`config.mk`:
```
export PLATFORM = sky130hd
export DESIGN_NAME = binomial_coefficient
export DESIGN_NICKNAME = d
export VERILOG_FILES = /design/src/hdl/bc_pkg.sv /design/src/hdl/bc_datapath.sv /design/src/hdl/bc_controller.sv /design/src/hdl/binomial_coefficient.sv
export SDC_FILE = /design/constraint.sdc
export NUM_CORES = 2
export LEC_CHECK = 0
export BUFFER_PORTS_ARGS = -buffer_cell sky130_fd_sc_hd__buf_2
export CAP_MARGIN = 10
export CELL_PAD_IN_SITES_DETAIL_PLACEMENT = 1
export CELL_PAD_IN_SITES_GLOBAL_PLACEMENT = 2
export CORE_MARGIN = 2
export CORE_UTILIZATION = 40
export CTS_CLUSTER_SIZE = 10
export DETAILED_ROUTE_END_ITERATION = 10
export PLACE_DENSITY = 0.79
export SLEW_MARGIN = 0
export SYNTH_ARGS = -nofsm -noshare
export SYNTH_HDL_FRONTEND = slang
export SYNTH_SLANG_ARGS = --single-unit
```
`constraint.sdc`:
```
create_clock -name clk -period 8.5 [get_ports clk]
set_input_delay 0 -clock clk [delete_from_list [all_inputs] [get_ports clk]]
set_output_delay 0 -clock clk [all_outputs]
set_load 0.005 [all_outputs]
```
`src/hdl/bc_pkg.sv`:
```
// Shared widths, status codes and controller/datapath interface types
// for the binomial coefficient block. No dependencies.
package bc_pkg;

  localparam int N_W    = 7;
  localparam int VAL_W  = 64;
  localparam int STAT_W = 2;
  localparam int PROD_W = VAL_W + N_W;
  localparam int CNT_W  = $clog2(PROD_W);
  localparam int N_MAX  = 127;

  localparam logic [CNT_W-1:0] DIV_LAST = CNT_W'(PROD_W - 1);

  typedef enum logic [STAT_W-1:0] {
    STATUS_OK  = 2'd0,
    STATUS_OVF = 2'd1,
    STATUS_DOM = 2'd2
  } status_t;

  typedef struct packed {
    logic    load;
    logic    mul;
    logic    div;
    logic    update;
    logic    finish;
    status_t code;
  } bc_cmd_t;

  typedef struct packed {
    logic domain;
    logic steps_zero;
    logic quot_ovf;
  } bc_stat_t;

endpackage

```
`src/hdl/bc_datapath.sv`:
```
// Datapath: operand registers, 64x7 multiplier and bit-serial exact divider.
// Depends on bc_pkg.
module bc_datapath (
  input  logic                      clk,
  input  logic [bc_pkg::N_W-1:0]    n_items,
  input  logic [bc_pkg::N_W-1:0]    m_taken,
  input  bc_pkg::bc_cmd_t           cmd,
  output bc_pkg::bc_stat_t          stat,
  output logic [bc_pkg::VAL_W-1:0]  combinations,
  output logic [bc_pkg::STAT_W-1:0] status
);

  logic [bc_pkg::VAL_W-1:0]  running_value;
  logic [bc_pkg::N_W-1:0]    step_index;
  logic [bc_pkg::N_W-1:0]    falling_factor;
  logic [bc_pkg::N_W-1:0]    steps_left;
  logic                      domain;
  logic [bc_pkg::PROD_W-1:0] acc;
  logic [bc_pkg::N_W-1:0]    rem;

  logic                      dom_in;
  logic [bc_pkg::N_W-1:0]    m_eff;
  logic [bc_pkg::N_W:0]      r_shift;
  logic                      q_bit;
  logic [bc_pkg::N_W:0]      r_sub;
  logic [bc_pkg::VAL_W-1:0]  comb_next;

  assign dom_in = (m_taken > n_items) ||
                  ({1'b0, n_items} > (bc_pkg::N_W+1)'(bc_pkg::N_MAX));
  assign m_eff  = ({m_taken, 1'b0} > {1'b0, n_items}) ? (n_items - m_taken) : m_taken;

  assign r_shift = {rem, acc[bc_pkg::PROD_W-1]};
  assign q_bit   = (r_shift >= {1'b0, step_index});
  assign r_sub   = r_shift - {1'b0, step_index};

  assign stat.domain     = domain;
  assign stat.steps_zero = (steps_left == '0);
  assign stat.quot_ovf   = |acc[bc_pkg::PROD_W-1:bc_pkg::VAL_W];

  always_comb begin
    unique case (cmd.code)
      bc_pkg::STATUS_OK:  comb_next = running_value;
      bc_pkg::STATUS_OVF: comb_next = '1;
      default:            comb_next = '0;
    endcase
  end

  always_ff @(posedge clk) begin
    if (cmd.load) begin
      domain         <= dom_in;
      running_value  <= bc_pkg::VAL_W'(1);
      falling_factor <= n_items;
      step_index     <= '0;
      steps_left     <= dom_in ? '0 : m_eff;
    end
    if (cmd.mul) begin
      step_index <= step_index + 1'b1;
      acc        <= bc_pkg::PROD_W'(running_value) * bc_pkg::PROD_W'(falling_factor);
      rem        <= '0;
    end
    if (cmd.div) begin
      rem <= q_bit ? r_sub[bc_pkg::N_W-1:0] : r_shift[bc_pkg::N_W-1:0];
      acc <= {acc[bc_pkg::PROD_W-2:0], q_bit};
    end
    if (cmd.update) begin
      running_value  <= acc[bc_pkg::VAL_W-1:0];
      falling_factor <= falling_factor - 1'b1;
      steps_left     <= steps_left - 1'b1;
    end
    if (cmd.finish) begin
      combinations <= comb_next;
      status       <= cmd.code;
    end
  end

endmodule

```
`src/hdl/bc_controller.sv`:
```
// Sequencer: load, per-step multiply, bit-serial divide, update, finish.
// Depends on bc_pkg.
module bc_controller (
  input  logic             clk,
  input  logic             rst,
  input  logic             start,
  input  bc_pkg::bc_stat_t stat,
  output bc_pkg::bc_cmd_t  cmd,
  output logic             busy,
  output logic             done
);

  typedef enum logic [2:0] {
    ST_IDLE,
    ST_CHECK,
    ST_DIV,
    ST_UPD
  } state_t;

  state_t                  state;
  state_t                  state_next;
  logic [bc_pkg::CNT_W-1:0] bit_cnt;

  assign busy = (state != ST_IDLE);

  always_comb begin
    cmd        = '0;
    cmd.code   = bc_pkg::STATUS_OK;
    state_next = state;
    unique case (state)
      ST_IDLE: begin
        if (start) begin
          cmd.load   = 1'b1;
          state_next = ST_CHECK;
        end
      end
      ST_CHECK: begin
        priority if (stat.domain) begin
          cmd.finish = 1'b1;
          cmd.code   = bc_pkg::STATUS_DOM;
          state_next = ST_IDLE;
        end else if (stat.steps_zero) begin
          cmd.finish = 1'b1;
          state_next = ST_IDLE;
        end else begin
          cmd.mul    = 1'b1;
          state_next = ST_DIV;
        end
      end
      ST_DIV: begin
        cmd.div = 1'b1;
        if (bit_cnt == bc_pkg::DIV_LAST) begin
          state_next = ST_UPD;
        end
      end
      ST_UPD: begin
        if (stat.quot_ovf) begin
          cmd.finish = 1'b1;
          cmd.code   = bc_pkg::STATUS_OVF;
          state_next = ST_IDLE;
        end else begin
          cmd.update = 1'b1;
          state_next = ST_CHECK;
        end
      end
      default: state_next = ST_IDLE;
    endcase
  end

  always_ff @(posedge clk) begin
    if (rst) begin
      state   <= ST_IDLE;
      done    <= 1'b0;
      bit_cnt <= '0;
    end else begin
      state   <= state_next;
      done    <= cmd.finish;
      bit_cnt <= (state == ST_DIV) ? bit_cnt + 1'b1 : '0;
    end
  end

endmodule

```
`src/hdl/binomial_coefficient.sv`:
```
// Binomial coefficient C(n,m): top level joining controller and datapath.
// Depends on bc_pkg, bc_controller, bc_datapath.
//
// Usage: an item (n_items, m_taken) is taken at a clock edge where start is
// high and busy is low. Exactly one result comes back: combinations and
// status are shown for one cycle with done high. status is OK, OVF
// (combinations all ones, true value exceeds 64 bits) or DOM (m > n,
// combinations zero). m is replaced by n-m when 2m > n.
// Without any step (m = 0, m = n, or a domain error) the item goes from load
// through the check state to finish; otherwise each of the k = min(m, n-m)
// steps runs one multiply, the bit-serial exact divider and one update. An
// overflow ends the item after the step that overflows. At most 33 steps fit
// in 64 bits (n = 67, m = 33). One item is in work at a time; busy drops in
// the cycle done is shown, so the next item may be started then. The
// receiver cannot stall: results must be taken in the done cycle. Synchronous
// reset rst returns the controller to idle and clears done.
module binomial_coefficient (
  input  logic                      clk,
  input  logic                      rst,
  input  logic                      start,
  input  logic [bc_pkg::N_W-1:0]    n_items,
  input  logic [bc_pkg::N_W-1:0]    m_taken,
  output logic                      busy,
  output logic                      done,
  output logic [bc_pkg::VAL_W-1:0]  combinations,
  output logic [bc_pkg::STAT_W-1:0] status
);

  bc_pkg::bc_cmd_t  cmd;
  bc_pkg::bc_stat_t stat;

  bc_controller u_ctrl (
    .clk   (clk),
    .rst   (rst),
    .start (start),
    .stat  (stat),
    .cmd   (cmd),
    .busy  (busy),
    .done  (done)
  );

  bc_datapath u_dp (
    .clk          (clk),
    .n_items      (n_items),
    .m_taken      (m_taken),
    .cmd          (cmd),
    .stat         (stat),
    .combinations (combinations),
    .status       (status)
  );

endmodule

```
==> impl_metrics.env <==
export IMPL_status="finished clean"
export IMPL_row_count=91
export IMPL_io_buffers=84
export IMPL_worstMarginPinSlew_ns=1.08
export IMPL_finalWeightedCongestion=0.847
export IMPL_pwr_share_comb=0.584
export IMPL_grt_usage=0.221
export IMPL_fin_crit_sh=0.845
export IMPL_n_antenna_cell=0
export IMPL_first_pass_iters=4
export IMPL_critPathLaunch="u_dp.falling_factor[2]"
export IMPL_grt_max_degree=73
export IMPL_cp_start_kind="register"
export IMPL_timing_hold_ws_ns=0.0837
export IMPL_drive_gt1_frac=0.0620
export IMPL_required_ns=8.83
export IMPL_hold_viol_final=0
export IMPL_drc=0
export IMPL_cts_buffers=31
export IMPL_syn_area_um2=24700
export IMPL_syn_avg_cell_area_um2=9.79
export IMPL_netSwitchingPower_mw=3.25
export IMPL_synthToLayoutAreaGrowth_pct=8.72
export IMPL_setup_viol=0
export IMPL_grt_ovfl_total=0
export IMPL_p_int_mw=3.94
export IMPL_period_minus_slack_ns=7.19
export IMPL_wl_per_cell_um=20.3
export IMPL_powerDensity_nw_per_um2=268
export IMPL_routed_wl_mm=67.9
export IMPL_reg2reg_depth=19
export IMPL_final_nets=2973
export IMPL_seqPwrFrac=0.238
export IMPL_setup_tns_ns=0
export IMPL_path_clk_slew_ns=0.06
export IMPL_r2r_slack_ns=1.31
export IMPL_p_leak_nw=12.2
export IMPL_dieArea_um2=63600
export IMPL_synthCells=2517
export IMPL_slew_limit_headroom=0.279
export IMPL_worst_hold_path_num_cells=5
export IMPL_ant_nets=0
export IMPL_async_flop_share=0
export IMPL_die_w_um=252
export IMPL_final_area_um2=26800
export IMPL_total_power_mw=7.19
export IMPL_io_pins=85
export IMPL_timing_clock_skew_ns=0.0236
export IMPL_area_sequential_um2=7110
export IMPL_min_from="m_taken[6]"
export IMPL_die_h_um=252
export IMPL_synth_distinct_cells=60
export IMPL_synthFlopType="edfxtp_1"
export IMPL_pwr_share_clk=0.178
export IMPL_vias=17900
export IMPL_drtIter0Drc=801
export IMPL_cp_arrival_ns=7.52
export IMPL_path_class="register to register"
export IMPL_vias_per_cell=5.37
export IMPL_grt_pass1_vias=20300
export IMPL_clkSinkCount=240
export IMPL_hold_path_end="u_dp.domain"
export IMPL_r2r_end="u_dp.acc[62]"
export IMPL_rsz0062_at_grt="no"
export IMPL_critPathCaptureType="register"
export IMPL_grt_pass1_wl_mm=112
export IMPL_synth_enable_flop_cells=230
export IMPL_cts_tree="done"
export IMPL_critPathMaxFanout=39
export IMPL_antenna_found_initial=1
export IMPL_synth_fp_nets=2960
export IMPL_place_area_um2=25700
export IMPL_ys_ff_latch=240
export IMPL_start_util=0.402
export IMPL_nFillCells=6859
export IMPL_core_um2=61400
export IMPL_hold_class="input pin to register"
export IMPL_cts_setup_buffers=0
export IMPL_cts_resized=0
export IMPL_h_tree_depth=1
export IMPL_max_freq_ghz=0.139
export IMPL_root_buffer="clkbuf_16"
export IMPL_yosysSeqAreaShare=0.288
export IMPL_multi_input_area_um2=15900
export IMPL_slew_violations=0
export IMPL_yosys_warnings=0
export IMPL_clk_latency_ns=0.62
export IMPL_dpl_hpwl_mm=50.0
export IMPL_clockBufferDepth=3
export IMPL_r2r_start="u_dp.falling_factor[2]"
export IMPL_irDropWorstVdd_mv=0.179
export IMPL_maxCapViolations=0
export IMPL_switching_share=0.452
==> state kept, by name, indices dropped and copies added (netlist names), 2 cells and up <==
register             count
u_ctrl.bit_cnt           7
u_dp.combinations       64
u_dp.rem                 7
u_dp.status              2
u_ctrl.state             2
u_dp.steps_left          7
u_dp.step_index          7
u_dp.acc                71
u_dp.running_value      64
u_dp.falling_factor      7
==> cell usage in the layout, fill, tap and decap left out, types with 38 or more instances in the layout <==
master and n:
a21o_1 112, ha_1 115, and2_1 424, nand4_1 38, edfxtp_1 230, a21oi_1 156
fa_1 311, nand2_1 187, inv_1 307, buf_2 84, xnor2_1 57, nor2_1 129
o21ai_0 75
==> synthesized netlist by cell type, types with 12 or more instances <==
| cell | number | area share |
|---|---|---|
| nor2b_1 | 14 | 0.0036 |
| ha_1 | 115 | 0.058 |
| fa_1 | 311 | 0.25 |
| a31oi_1 | 12 | 0.0030 |
| a21oi_1 | 156 | 0.032 |
| nand2b_1 | 13 | 0.0033 |
| edfxtp_1 | 230 | 0.28 |
| o21bai_1 | 16 | 0.0049 |
| o21ai_0 | 75 | 0.015 |
| buf_2 | 12 | 0.0024 |
| nor3_1 | 19 | 0.0039 |
| xnor2_1 | 57 | 0.020 |
| a21o_1 | 112 | 0.034 |
| xor2_1 | 33 | 0.012 |
| nand2_1 | 190 | 0.029 |
| nor2_1 | 130 | 0.020 |
| inv_1 | 307 | 0.047 |
| nand3_1 | 23 | 0.0047 |
| clkbuf_1 | 120 | 0.018 |
| and2_1 | 425 | 0.11 |
| nand4_1 | 38 | 0.0096 |
==> repair_timing <==
action	in CTS	in global routing
hold buffers	15	0
endpoints found under the setup margin	0	0
endpoints found under the hold margin	24	0
==> power groups by stage <==
| stage | sequential, mW | clock (mW) | combinational [mW] |
|---|---|---|---|
| after floorplan | 1.67 | 0 | 3.11 |
| after global placement | 1.73 | 0 | 4.09 |
| after detailed placement | 1.74 | 0 | 4.18 |
| after CTS | 1.71 | 1.31 | 4.23 |
| after global routing | 1.73 | 1.35 | 4.76 |
| final | 1.71 | 1.28 | 4.20 |
==> layout make-up <==
type | instances | area share
inverters | 307 | 0.0430
multi-input cells | 1833 | 0.593
clock inverters | 12 | 0.00453
clock buffers | 39 | 0.0301
flip-flops and latches | 240 | 0.265
well taps | 790 | 0.0369
repair buffers | 117 | 0.0271
==> metal layers <==
| layer | up-vias | track usage | part of all wire |
|---|---|---|---|
| met4 | 0 | 0.0561 | 0.025 |
| met3 | 94 | 0.0222 | 0.034 |
| met1 | 9319 | 0.293 | 0.44 |
| met2 | 295 | 0.386 | 0.50 |
| met5 | - | 0 | 0 |
| li1 | 8201 | - | - |
==> per-stage QoR <==
step                std cells  worst slack, ns  utilization
floorplan                2517             2.98            -
global placement         3271             1.59        0.419
detailed placement       3271             1.37        0.419
CTS                      3337             1.33        0.436
global route             3338            0.864        0.437
finish                   3338             1.31        0.437
==> cell families (layout without fill, tap and decap cells) <==
family | Yosys count | in the layout | share of synthesized area
xor+xnor | 90 | 90 | 0.0320
fa+ha+maj | 426 | 426 | 0.311
flops | 240 | 240 | 0.288
compound gates | 434 | 434 | 0.110
mux | 2 | 2 | 0.000812
simple gates | 881 | 881 | 0.190
buf+inv | 444 | 475 | 0.0683
==> critical path, cell delays in order, from the launching register on <==
cell and delay (ns):
edfxtp_1 1.00, buf_4 0.53, and2_1 0.22, fa_1 0.43, fa_1 0.48, fa_1 0.55
inv_1 0.06, fa_1 0.53, inv_1 0.04, ha_1 0.36, o211ai_1 0.26, a21oi_1 0.13
a21oi_1 0.23, nor2_1 0.06, o21ai_0 0.79, o21ai_1 0.40, a31oi_1 0.38, o21ai_0 0.15
xnor2_1 0.16, a21oi_1 0.08
==> how the worst max path moves through the flow <==
stage	end	slack, ns	cells after the start
floorplan	u_dp.acc[44]	2.98	21
CTS	u_dp.acc[70]	1.33	19
global placement	u_dp.acc[62]	1.59	19
finish	u_dp.acc[62]	1.31	19
detailed placement	u_dp.acc[70]	1.37	19
global route	u_dp.acc[70]	0.86	19
No activity file was read; power rests on OpenSTA's default activity.
